--- config.mk ---
export PLATFORM = sky130hd
export DESIGN_NAME = sscp_div
export DESIGN_NICKNAME = d
export VERILOG_FILES = /design/src/rtl/core/sscp_pkg.sv /design/src/rtl/core/sscp_div.sv
export SDC_FILE = /design/constraint.sdc
export NUM_CORES = 1
export LEC_CHECK = 0
export BUFFER_PORTS_ARGS = -buffer_cell sky130_fd_sc_hd__buf_2
export CORE_MARGIN = 1.5
export CORE_UTILIZATION = 61
export DETAILED_ROUTE_END_ITERATION = 16
export PLACE_DENSITY = 0.86
export SLEW_MARGIN = 0
export SYNTH_ARGS = -nofsm -noshare
export SYNTH_HDL_FRONTEND = slang
export SYNTH_SLANG_ARGS = --single-unit
--- constraint.sdc ---
create_clock -name clk -period 6.74 [get_ports clk]
set_clock_uncertainty 0.1 [all_clocks]
set_input_delay 0.674 -clock clk [delete_from_list [all_inputs] [get_ports clk]]
set_output_delay 0.674 -clock clk [all_outputs]
set_load 0.005 [all_outputs]
--- src/rtl/core/sscp_pkg.sv ---
// shared types, constants and helpers for the sight line crossing slope clip block
package sscp_pkg;

  localparam logic signed [31:0] FRAC_MIN   = 32'sd4;
  localparam logic signed [31:0] FRAC_LIMIT = 32'sh0001_0001;
  localparam logic signed [31:0] SAT_POS    = 32'sh7fff_ffff;
  localparam logic signed [31:0] SAT_NEG    = 32'sh8000_0000;
  localparam int unsigned        DIV_STEPS  = 32;
  localparam int unsigned        QDEPTH     = 2;
  localparam logic               OP_START   = 1'b0;

  typedef struct packed {
    logic               op;
    logic signed [31:0] pos_ax;
    logic signed [31:0] pos_ay;
    logic signed [31:0] pos_bx;
    logic signed [31:0] pos_by;
    logic signed [31:0] height_a;
    logic signed [31:0] height_b;
    logic signed [31:0] height_c;
    logic signed [31:0] height_d;
    logic               has_back;
  } item_t;

  typedef struct packed {
    logic        start;
    logic [47:0] dividend;
    logic [32:0] divisor;
  } div_req_t;

  typedef struct packed {
    logic        done;
    logic [31:0] quotient;
  } div_rsp_t;

  function automatic logic signed [31:0] mul17(logic signed [16:0] a, logic signed [16:0] b);
    logic signed [33:0] p;
    p = a * b;
    return signed'(p[31:0]);
  endfunction

endpackage

--- src/rtl/core/sscp_div.sv ---
// shared restoring divider, one quotient bit a cycle
module sscp_div (
  input  logic                clk,
  input  logic                rst_n,
  input  sscp_pkg::div_req_t  req,
  output sscp_pkg::div_rsp_t  rsp
);

  logic [32:0] rem_r, rem_nxt;
  logic [32:0] dvs_r, dvs_nxt;
  logic [31:0] q_r, q_nxt;
  logic [5:0]  cnt_r, cnt_nxt;
  logic        done_r, done_nxt;
  logic [33:0] trial;
  logic        ge;

  assign trial = {rem_r, q_r[31]};
  assign ge    = (trial >= {1'b0, dvs_r});

  always_comb begin
    rem_nxt  = rem_r;
    dvs_nxt  = dvs_r;
    q_nxt    = q_r;
    cnt_nxt  = cnt_r;
    done_nxt = 1'b0;
    if (req.start) begin
      rem_nxt = {17'd0, req.dividend[47:32]};
      dvs_nxt = req.divisor;
      q_nxt   = req.dividend[31:0];
      cnt_nxt = 6'(sscp_pkg::DIV_STEPS);
    end else if (cnt_r != 6'd0) begin
      rem_nxt  = ge ? 33'(trial - {1'b0, dvs_r}) : trial[32:0];
      q_nxt    = {q_r[30:0], ge};
      cnt_nxt  = cnt_r - 6'd1;
      done_nxt = (cnt_r == 6'd1);
    end
  end

  always_ff @(posedge clk) begin
    if (!rst_n) begin
      cnt_r  <= 6'd0;
      done_r <= 1'b0;
    end else begin
      cnt_r  <= cnt_nxt;
      done_r <= done_nxt;
    end
  end

  always_ff @(posedge clk) begin
    rem_r <= rem_nxt;
    dvs_r <= dvs_nxt;
    q_r   <= q_nxt;
  end

  assign rsp.done     = done_r;
  assign rsp.quotient = q_r;

endmodule

==> Word level (Yosys, flattened, before mapping) <==
Index checks and enable logic that the tools add are counted.
{ "totals": {"word_cells": 24, "ff_bits": 105, "output_inout_bits": 33} }
{ "op_classes": {"muxes": 7, "n_addsub": 2, "n_eq_ne": 1, "n_bitwise": 2, "reduce_logical": 4, "magnitude_cmp": 1} }
{ "ops": {"columns": ["op", "count"], "rows": [
  ["$mux W32", 2],
  ["$ge A34 B33 Y1", 1],
  ["$mux W33", 1],
  ["$sub A33 B33 Y33", 1],
  ["$mux W16", 2],
  ["$mux W6", 2],
  ["$eq A6 B1 Y1 const B", 1],
  ["$reduce_bool A6 Y1", 1],
  ["$sub A6 B1 Y6 const B", 1],
  ["$reduce_or A3 Y1", 1],
  ["$not A1 Y1", 2],
  ["$reduce_bool A2 Y1", 1],
  ["$reduce_or A2 Y1", 1]
]} }

==> Depth between registers and ports, before layout <==
{ "logic_depth": {"ltp_word": 4, "ltp_mapped": 13, "depth_no_buf": 12} }

==> Worst setup path before layout <==
Ideal clock, no wire load.
{ "synth_path": {"path_type": "reg-to-reg", "startpoint": "register q_r[31]", "endpoint": "register rem_r[11], data pin", "arrival_ns": 2.944, "path_stages_with_launch": 13, "setup_time_ns": 0.260, "required_time_ns": 6.380, "path_buffers": 0, "path_slack_ns": 3.437, "cell_sequence": "edfxtp_1 -> inv_1 -> ha_1 -> inv_1 -> fa_1 -> a211oi_1 -> o21ai_1 -> a31oi_1 -> nand2_1 -> o311ai_4 -> nand2_4 -> mux2_2 -> mux2_2"} }
{ "synth_between": {"elab_chain_len": 4} }
{ "synth_rtl": {"columns": ["item", "line", "source"], "rows": [
  ["start: declaration", "sscp_div.sv:11", "logic [31:0] q_r, q_nxt;"],
  ["start signal: assignment", "sscp_div.sv:52", "q_r <= q_nxt;"],
  ["$sub A33 B33 Y33 or $ge A34 B33 Y1 (tied branches)", "sscp_div.sv:32, sscp_div.sv:18", null],
  ["$mux W33 *", "sscp_div.sv:32", "rem_nxt = ge ? 33'(trial - {1'b0, dvs_r}) : trial[32:0];"],
  ["$mux W16 *", "sscp_div.sv:31", "end else if (cnt_r != 6'd0) begin"],
  ["$mux W16 *", "sscp_div.sv:26", "if (req.start) begin"],
  ["via rem_nxt[11]", "sscp_div.sv:9", "logic [32:0] rem_r, rem_nxt;"],
  ["end signal: assignment", "sscp_div.sv:50", "rem_r <= rem_nxt;"],
  ["end: declaration", "sscp_div.sv:9", null]
]} }
The timed path passes the listed nets; every way through them passes the cells marked *. The select of a mux whose other input is x is not followed.
A chain may end at the register's enable or synchronous reset.

==> Worst setup path after layout <==
{ "layout_path": {"startpoint": "register q_r[31]", "endpoint": "register rem_r[4], data pin"} }
Same word-level chain as after synthesis.

==> results.yml <==
floorplan:
  dieArea_mm2: 0.0113
  die_y_um: 106
  start_util: 0.629
  pin_count: 117
  num_rows: 37
  coreArea_mm2: 0.0103
  fp.dieW_um: 106
yosys:
  synth_nets: 738
  seq_area_frac_synth: 0.449
  synth_edf_count: 81
  ys_types: 76
  ys.flop_type: "edfxtp_1"
  yosysWarnings: 0
  ys_seq_elements: 105
  async_reset_ff_frac: 0
  syn-cell-area_mm2: 0.00649
  synth_cells: 618
  syn_avg_cell_area_um2: 10.5
power_and_ir_drop:
  sw_frac_of_total: 0.421
  p_leak_nw: 3.11
  power_frac_seq: 0.333
  power_density_mw_per_mm2: 431
  clkPwrFrac: 0.126
  vdd_ir_drop_max_mv: 0.275
  combPwrFrac: 0.541
  p_sw_w: 0.00133
  p_int_w: 0.00183
setup_path:
  cp_max_fo: 28
  cp.required_ns: 6.79
  endpoint_kind: "register"
  start_kind: "register"
  crit_arrival_ns: 4.01
  crit_type: "reg -> reg"
  worst-r2r-cell-count: 12
layout:
  drive_gt1_frac: 0.281
  multi_input_area_mm2: 0.00331
  syn_to_final_growth_pct: 13.0
  n_fill_cell: 748
  design_area_mm2: 0.00733
  nets: 841
  seqCellArea_mm2: 0.00291
  antenna_cells: 0
drt:
  drt_iter0_markers: 316
  drcViolationCount: 0
  viasPerCell: 6.13
  first_pass_iters: 5
  postRouteAntennaNets: 0
  vias: 5287
  wl_um: 15100
  drt-wirelength-per-cell_um: 17.5
place:
  dpl_worst_slack_ns: 2.83
  portBuffers: 116
  post_dp_cell_area_mm2: 0.00714
  dp_hpwl_um: 10900
  gp_congestion: 0.976
grt:
  grt_usage: 0.279
  antenna_found_initial: 0
  grt_max_degree: 60
  overflow: 0
  grt_pass1_wl_um: 24800
  top_usage_layer: "met2"
  grt_pass1_vias: 5350
  grt_util_met1: 0.321
  use_met3: 0.0822
  grtUsageMet2: 0.491
sta:
  drv_slew: 0
  fin_ws_ns: 2.78
  worst_pin_slew_ns: 1.21
  period_needed_ns: 3.96
  fmax_mhz: 253
  max_slew_margin: 0.196
  hold_viol_final: 0
  whs_ns: 0.351
  period_share: 0.587
  rsz0062_at_grt: "no"
  finalSetupViolCount: 0
  setup_tns_ns: 0
cts:
  cts_htree_levels: 3
  cts-resized-gates: 0
  clock_path_buffers: 2
  cts_hold_buf: 0
  path_clk_slew_ns: 0.10
  cts_tree: "built"
  cts_setup_buffers: 0
  cts_num_sinks: 105
  cts-root-buf: "clkbuf_8"
  cts_inserted_buffers: 9
  clk_latency_ns: 0.39
job:
  max_cap_violations: 0
worst_hold_path:
  hp-class: "in -> reg"
  min_path_cells: 1
outcome:
  outcome: "completed"
## worst paths after layout
path / start / to / slack, ns
worst max-delay path: q_r[31] / rem_r[4] / 2.78
worst min-delay path: req[28] / dvs_r[28] / 0.35
worst max register to register: q_r[31] / rem_r[4] / 2.78
worst min register to register: rem_r[16] / rem_r[16] / 0.39
## flip-flops by register name, summed over array words and instances, names as in the netlist
name / cells
done_r: 1
rem_r: 33
cnt_r: 6
q_r: 32
dvs_r: 33
## through the flow
| stage | total power, W | utilization | cells |
|---|---|---|---|
| floorplan | 0.00233 | - | 618 |
| global placement | 0.00265 | 0.692 | 846 |
| detailed placement | 0.00272 | 0.692 | 846 |
| CTS | 0.00313 | 0.710 | 862 |
| global route | 0.00337 | 0.710 | 862 |
| finish | 0.00316 | 0.710 | 862 |
## critical path: stages (launching register included)
cell and delay [ns]:
edfxtp_1 0.41, inv_1 0.07, ha_1 0.17, inv_1 0.06, fa_1 0.41, a211oi_1 0.27
o21ai_1 0.15, a31oi_1 0.35, nand2_1 0.20, o311a_2 0.47, nor2_4 0.56, o21ai_0 0.19
mux2_2 0.29
## cells in the final DEF (no fill, tap or decap), types with 4 or more instances in the layout
cell type / count
dfxtp_1: 24
o21a_1: 4
xor2_1: 5
inv_1: 42
a21oi_1: 49
o31ai_1: 4
and2_1: 4
nor4_1: 5
mux2i_1: 10
xnor2_1: 15
nand3_1: 15
nand2_1: 40
nor3_1: 11
ha_1: 35
a21boi_0: 5
and3_1: 8
buf_2: 115
clkbuf_8: 9
o211ai_1: 6
a31oi_1: 7
a311oi_1: 4
edfxtp_1: 81
nand4_1: 5
o21bai_1: 7
mux2_2: 50
nor2_1: 43
o21ai_0: 22
a21o_1: 12
nand2b_1: 5
a211oi_1: 12
## kinds of logic after synthesis
logic type	synth area share
AO/OA/AOI/OAI	0.175
AND/OR/NAND/NOR	0.135
flip-flops	0.449
buffers and inverters	0.0418
multiplexers	0.102
adder cells (fa/ha/maj)	0.0706
XOR/XNOR	0.0270
## power by group through the flow
stage	Sequential (W)	Clock, W	Combinational [W]
final	0.00105	0.000398	0.00171
after global routing	0.00107	0.000421	0.00188
after CTS	0.00105	0.000400	0.00168
after detailed placement	0.00106	0	0.00167
after global placement	0.00105	0	0.00160
after floorplan	0.00103	0	0.00130
## layout make-up
class                   count  area share
clock buffers              11      0.0179
well taps                 136      0.0232
inverters                  42      0.0215
repair buffers            117      0.0806
clock inverters             5     0.00819
multi-input cells         446       0.451
flip-flops and latches    105       0.397
## Yosys cell counts, types with 15 or more instances
cell,instances,share of area
inv_1,42,0.024
o21ai_0,22,0.017
ha_1,35,0.067
mux2_2,50,0.087
nor2_1,43,0.025
nand3_1,15,0.012
a21oi_1,49,0.038
xnor2_1,15,0.020
dfxtp_1,24,0.074
edfxtp_1,81,0.37
nand2_1,40,0.023
clkbuf_1,15,0.0087
## routing by layer
layer  vias to the layer above  share of wire
li1                       2521              -
met4                         0          0.022
met3                        31          0.078
met1                      2515           0.40
met2                       220           0.50
met5                         -              0
(Power assumes the default switching activity.)
