--- src/rtl/core/sscp_pkg.sv ---
// shared types, constants and helpers for the sight line crossing slope clip block
package sscp_pkg;

  localparam logic signed [31:0] FRAC_MIN   = 32'sd4;
  localparam logic signed [31:0] FRAC_LIMIT = 32'sh0001_0001;
  localparam logic signed [31:0] SAT_POS    = 32'sh7fff_ffff;
  localparam logic signed [31:0] SAT_NEG    = 32'sh8000_0000;
  localparam int unsigned        DIV_STEPS  = 32;
  localparam int unsigned        QDEPTH     = 2;
  localparam logic               OP_START   = 1'b0;

  typedef struct packed {
    logic               op;
    logic signed [31:0] pos_ax;
    logic signed [31:0] pos_ay;
    logic signed [31:0] pos_bx;
    logic signed [31:0] pos_by;
    logic signed [31:0] height_a;
    logic signed [31:0] height_b;
    logic signed [31:0] height_c;
    logic signed [31:0] height_d;
    logic               has_back;
  } item_t;

  typedef struct packed {
    logic        start;
    logic [47:0] dividend;
    logic [32:0] divisor;
  } div_req_t;

  typedef struct packed {
    logic        done;
    logic [31:0] quotient;
  } div_rsp_t;

  function automatic logic signed [31:0] mul17(logic signed [16:0] a, logic signed [16:0] b);
    logic signed [33:0] p;
    p = a * b;
    return signed'(p[31:0]);
  endfunction

endpackage

--- src/rtl/core/sscp_front.sv ---
// front end: accepts transactions and queues them for the back end
module sscp_front (
  input  logic               clk,
  input  logic               rst_n,
  input  logic               in_valid,
  output logic               in_stall,
  input  sscp_pkg::item_t    in_item,
  output logic               q_valid,
  output sscp_pkg::item_t    q_item,
  input  logic               q_pop
);

  sscp_pkg::item_t mem_r [sscp_pkg::QDEPTH];
  logic       wr_ptr_r, wr_ptr_nxt;
  logic       rd_ptr_r, rd_ptr_nxt;
  logic [1:0] cnt_r, cnt_nxt;
  logic       push, pop;

  assign in_stall = (cnt_r == 2'(sscp_pkg::QDEPTH));
  assign q_valid  = (cnt_r != 2'd0);
  assign q_item   = mem_r[rd_ptr_r];
  assign push     = in_valid && !in_stall;
  assign pop      = q_pop && q_valid;

  always_comb begin
    wr_ptr_nxt = push ? ~wr_ptr_r : wr_ptr_r;
    rd_ptr_nxt = pop ? ~rd_ptr_r : rd_ptr_r;
    cnt_nxt    = cnt_r + 2'(push) - 2'(pop);
  end

  always_ff @(posedge clk) begin
    if (!rst_n) begin
      wr_ptr_r <= 1'b0;
      rd_ptr_r <= 1'b0;
      cnt_r    <= 2'd0;
    end else begin
      wr_ptr_r <= wr_ptr_nxt;
      rd_ptr_r <= rd_ptr_nxt;
      cnt_r    <= cnt_nxt;
    end
  end

  always_ff @(posedge clk) begin
    if (push) begin
      mem_r[wr_ptr_r] <= in_item;
    end
  end

endmodule

--- config.mk ---
export PLATFORM = sky130hd
export DESIGN_NAME = sscp_front
export DESIGN_NICKNAME = d
export VERILOG_FILES = /design/src/rtl/core/sscp_pkg.sv /design/src/rtl/core/sscp_front.sv
export SDC_FILE = /design/constraint.sdc
export NUM_CORES = 1
export LEC_CHECK = 0
export BUFFER_PORTS_ARGS = -buffer_cell sky130_fd_sc_hd__buf_2
export CORE_AREA = 5 5 201 203
export CTS_CLUSTER_SIZE = 28
export DETAILED_ROUTE_END_ITERATION = 7
export DIE_AREA = 0 0 206 208
export HOLD_SLACK_MARGIN = 0.12
export PLACE_DENSITY = 0.85
export SETUP_SLACK_MARGIN = 0.15
export SYNTH_ARGS = -nofsm -noshare
export SYNTH_HDL_FRONTEND = slang
export SYNTH_SLANG_ARGS = --single-unit
--- constraint.sdc ---
create_clock -name clk -period 34.2 [get_ports clk]
set_clock_uncertainty 0.05 [all_clocks]
set_input_delay 6.84 -clock clk [delete_from_list [all_inputs] [get_ports clk]]
set_output_delay 6.84 -clock clk [all_outputs]
set_load 0.05 [all_outputs]
Word level (Yosys, flattened, before mapping):

Memories as Yosys holds them, arrays and structs flattened. A register that Yosys moved wholly into a read port is not among the register bits.
Index checks and enable logic that the tools add are counted.

* register bits after elaboration: 4
* input bits: 262
* memory bits (writable): 516
* bits in latches: 0
* bits in read-only memories: 0
* logic and storage cells: 17
* memories: 1

Memory list
* mem_r: depth 2, width 258, rd ports 1, clocked after Yosys merged registers in 1, wr ports 1, RTL line sscp_front.sv:13 `sscp_pkg::item_t mem_r [sscp_pkg::QDEPTH];`

* equality and inequality tests: 1
* magnitude comparators: 0
* add/sub/neg operators: 2
* multipliers: 0
* reduce and logical (&&, ||, !) cells: 4
* shift-type cells: 0
* multiplexer cells: 4
* bitwise gates (word level): 2
* div/mod/pow operators: 0

Operators with widths (count)
* two-way mux 1 bit: 4
* adder 2 x 1 -> 2 bit: 1
* == test 2 bit (second input constant): 1
* logical AND 1 bit: 2
* inverter 1 bit: 2
* nonzero test 2 bit: 1
* subtractor 2 x 1 -> 2 bit: 1
* logical NOT 1 bit: 1

Depth between registers and ports, before layout:

* depth after elaboration: 5
* mapped depth: 8
* mapped depth without buffers: 8

Least setup slack after synthesis:

OpenSTA, ideal clock, no wires.

* path type: input port to flip-flop
* start point: input in_valid
* end point: memory mem_r[0][0] in the netlist's numbering (enable)
* required time: 33269 ps
* path slack: 15649 ps
* stages on the path: 2
* buffers on the path: 0
* arrival: 17620 ps
* setup time: 881 ps
* path through: nand2_1 nor2_1

* longest elaborated chain between the ends: 3

Ends and longest elaborated chain
* from (decl): RTL line sscp_front.sv:5 `input logic in_valid,`
* logical AND 1 bit: RTL line sscp_front.sv:22 `assign push = in_valid && !in_stall;`
* two-way mux 1 bit: RTL line sscp_front.sv:44 `if (push) begin`
* two-way mux 1 bit (not written as such): RTL line sscp_front.sv:45 `mem_r[wr_ptr_r] <= in_item;`
* to (decl): RTL line sscp_front.sv:13

Every way passes these cells.

==> impl_metrics.prom <==
# TYPE chip_impl_metric gauge
chip_impl_metric{name="combinationalPowerShare",unit=""} 0.350
chip_impl_metric{name="netsw",unit="uW"} 765
chip_impl_metric{name="gp_congestion",unit=""} 0.800
chip_impl_metric{name="drive_gt1_frac",unit=""} 0.604
chip_impl_metric{name="postCtsResizedCells",unit=""} 0
chip_impl_metric{name="die_area",unit="sq mm"} 0.0428
chip_impl_metric{name="final_period_minus_worst_setup_slack",unit="ns"} 10.82
chip_impl_metric{name="drt_wl_total",unit="mm"} 43.5
chip_impl_metric{name="multi_input_logic_area",unit="sq mm"} 0.00379
chip_impl_metric{name="p_clk_frac",unit=""} 0.253
chip_impl_metric{name="first_pass_iters",unit=""} 5
chip_impl_metric{name="synth.distinct_cells",unit=""} 19
chip_impl_metric{name="place_hpwl",unit="mm"} 30.0
chip_impl_metric{name="yosys_warnings",unit=""} 0
chip_impl_metric{name="grt_pass1_vias",unit=""} 10500
chip_impl_metric{name="effective_utilization_at_floorplan",unit=""} 0.515
chip_impl_metric{name="vias_per_cell",unit=""} 5.08
chip_impl_metric{name="power_density",unit="mW/mm^2"} 86.1
chip_impl_metric{name="detailed_route_via_count",unit=""} 9932
chip_impl_info{name="synthMostInstantiatedCell",value="edfxtp_1"} 1
chip_impl_metric{name="synth_enable_flop_cells",unit=""} 516
chip_impl_metric{name="grt_antenna_before_repair",unit=""} 20
chip_impl_metric{name="critical_path_peak_fanout",unit=""} 57
chip_impl_metric{name="placeableCoreArea",unit="sq mm"} 0.0383
chip_impl_metric{name="synthesis.instances",unit=""} 829
chip_impl_metric{name="achievable-frequency",unit="MHz"} 92.4
chip_impl_metric{name="yosys.area.top_type_share",unit=""} 0.786
chip_impl_metric{name="h-tree-depth",unit=""} 2
chip_impl_metric{name="wl_per_cell",unit="microns"} 22.2
chip_impl_metric{name="finalHoldViolCount",unit=""} 0
chip_impl_metric{name="fin_util",unit=""} 0.637
chip_impl_metric{name="cp.required",unit="ns"} 27.31
chip_impl_info{name="timing.critical_path.to_type",value="primary output"} 1
chip_impl_info{name="hold_start",value="rd_ptr_r"} 1
chip_impl_metric{name="cts_setup_buffers",unit=""} 0
chip_impl_metric{name="cts_buffers",unit=""} 50
chip_impl_info{name="clockRootBuffer",value="clkbuf_16"} 1
chip_impl_metric{name="detail-route-antenna-nets",unit=""} 0
chip_impl_metric{name="seq_power_share",unit=""} 0.397
chip_impl_metric{name="top_level_ports",unit=""} 522
chip_impl_metric{name="internal_power",unit="mW"} 1.33
chip_impl_metric{name="netSwitchingFraction",unit=""} 0.365
chip_impl_info{name="yosysTopAreaCell",value="edfxtp_1"} 1
chip_impl_info{name="setup.worst_path.class",value="register to primary output"} 1
chip_impl_metric{name="totalNegativeSetupSlack",unit="ns"} 0
chip_impl_info{name="synthTopCellsByCount",value="edfxtp_1 (516), mux2_4 (201), mux2_2 (57)"} 1
chip_impl_metric{name="share_of_the_yosys_chip_area_belonging_to_registers",unit=""} 0.791
chip_impl_info{name="yosys-top-cells-area",value="edfxtp_1 (79%), mux2_4 (15%), mux2_2 (3.3%)"} 1
chip_impl_metric{name="numPortBuffers",unit=""} 521
chip_impl_metric{name="die_h",unit="microns"} 208
chip_impl_metric{name="syn_to_final_growth",unit="%"} 23.7
chip_impl_metric{name="area.sequential",unit="sq mm"} 0.0156
chip_impl_metric{name="leakage",unit="nW"} 9.47
chip_impl_metric{name="netlist_area",unit="sq mm"} 0.0197
chip_impl_metric{name="route.detailed.drc",unit=""} 0
chip_impl_metric{name="num-nets-final",unit=""} 1648
chip_impl_metric{name="final_min_period_over_clock_period",unit=""} 0.316
chip_impl_metric{name="syn_avg_cell_area",unit="sq um"} 23.8
chip_impl_metric{name="setup_viol",unit=""} 0
chip_impl_metric{name="worst_slew_pin_slew",unit="ns"} 1.05
chip_impl_info{name="synth_ff_type",value="edfxtp_1"} 1
chip_impl_metric{name="maxSlewHeadroom",unit=""} 0.301
chip_impl_metric{name="global_route_wire_length_before_repair",unit="mm"} 62.8
chip_impl_info{name="outcome",value="finished, final reports clean"} 1
chip_impl_metric{name="global_route.usage.total",unit=""} 0.194
chip_impl_info{name="critical_path.reg2reg.startpoint",value="cnt_r[0]"} 1
chip_impl_metric{name="grt_max_degree",unit=""} 74
chip_impl_metric{name="first_iter_violations",unit=""} 638
chip_impl_metric{name="critical_path_arrival",unit="ns"} 3.93
chip_impl_metric{name="synth_fp_nets",unit=""} 1093
chip_impl_metric{name="clock_buffer_depth",unit=""} 3
chip_impl_metric{name="ir_worst_vdd",unit="mV"} 0.0691
chip_impl_metric{name="proportion_of_register_bits_with_asynchronous_set_or_reset_after_synthesis",unit=""} 0
chip_impl_info{name="critPathLaunchType",value="register"} 1
chip_impl_metric{name="globalRouteOverflowTotal",unit=""} 0
chip_impl_info{name="cts_tree",value="done"} 1
chip_impl_metric{name="cts.sinks",unit=""} 521
chip_impl_metric{name="path_clk_slew",unit="ns"} 0.05
chip_impl_metric{name="max-cap-violations",unit=""} 0
chip_impl_metric{name="clkLatencyLatePin",unit="ns"} 0.56
chip_impl_info{name="unrepaired_setup_endpoints_after_global_routing",value="no"} 1
chip_impl_metric{name="die_w",unit="microns"} 206
chip_impl_metric{name="finalMaxSlewViolations",unit=""} 0
chip_impl_metric{name="rows",unit=""} 72
chip_impl_metric{name="final.fill_count",unit=""} 2507
chip_impl_metric{name="cts_hold_buf",unit=""} 0
chip_impl_metric{name="synth-seq-cells",unit=""} 521
chip_impl_info{name="min-delay-path-class",value="register to register"} 1
## path summary, 6_finish.rpt
kind                                       to  slack (ns)  cells after the start
worst max-delay path              q_item[231]       23.38                      4
worst min-delay path                 register        0.47                      2
worst max register to register  mem_r[1][147]       30.76                      4
worst min register to register       register        0.47                      2
## metrics by stage
| step | worst slack (ns) | instance area, sq um | cells | hold WS, ns | power (mW) |
|---|---|---|---|---|---|
| global placement | 24.07 | 22700 | 1850 | 0.447 | 1.57 |
| finish | 23.38 | 24400 | 1957 | 0.474 | 2.10 |
| CTS | 23.35 | 24300 | 1942 | 0.478 | 2.12 |
| detailed placement | 23.99 | 22700 | 1850 | 0.461 | 1.58 |
| floorplan | 15.65 | 19700 | 829 | 0.405 | 1.47 |
| global route | 23.22 | 24400 | 1951 | 0.533 | 2.17 |
## sequential cells by signal (all words and copies together) (netlist names), named ones only
name / flops
cnt_r: 2
mem_r: 516
rd_ptr_r: 1
wr_ptr_r: 1
## per-layer routing
metal / up-vias / GRT usage / wire (microns)
met2: 444 / 0.332 / 22100
li1: 4443 / - / -
met3: 98 / 0.0665 / 4190
met1: 4935 / 0.224 / 15600
met5: - / 0 / 89
met4: 12 / 0.0766 / 1440
## critical path, cell delays in order, from the launching register on
cell and delay, ns:
dfxtp_4 0.84, buf_4 0.89, buf_4 0.93, mux2_4 0.37, buf_2 0.21
## placed cells by master (no fill, tap or decap), drive strengths merged, types with 2 or more instances in the layout
cell        n
edfxtp    516
buf       532
ha          2
dfxtp       5
nor2        4
clkbuf     68
diode      15
inv         4
mux2      258
xnor2       2
clkinv     17
nand2       2
bufinv      3
clkinvlp    3
nand2b      2
## area by class of cell
type,instances,share of cell area
Timing Repair Buffer,532,0.110
Tap cell,518,0.0266
Inverter,3,0.000462
Multi-Input combinational cell,276,0.156
Antenna cell,15,0.00154
Clock buffer,68,0.0575
Clock inverter,24,0.00780
Sequential cell,521,0.640
## power groups by stage
stage / Combinational (mW) / Sequential, mW / Clock (mW)
6_report: 0.734 / 0.833 / 0.532
5_1_grt: 0.759 / 0.840 / 0.573
4_1_cts: 0.738 / 0.834 / 0.544
3_5_place_dp: 0.734 / 0.846 / 0
3_3_place_gp: 0.725 / 0.841 / 0
2_1_floorplan: 0.606 / 0.864 / 0
## cells by family after synthesis
group	synth area share
AOI/OAI and AO/OA	0.000381
xor gates and xnor gates	0.00133
adders and majority gates	0.00127
buffers and inverters	0.0166
DFF	0.791
muxes	0.186
and+or+nand+nor	0.00273
Note: power is estimated with default switching activity, not from simulation.
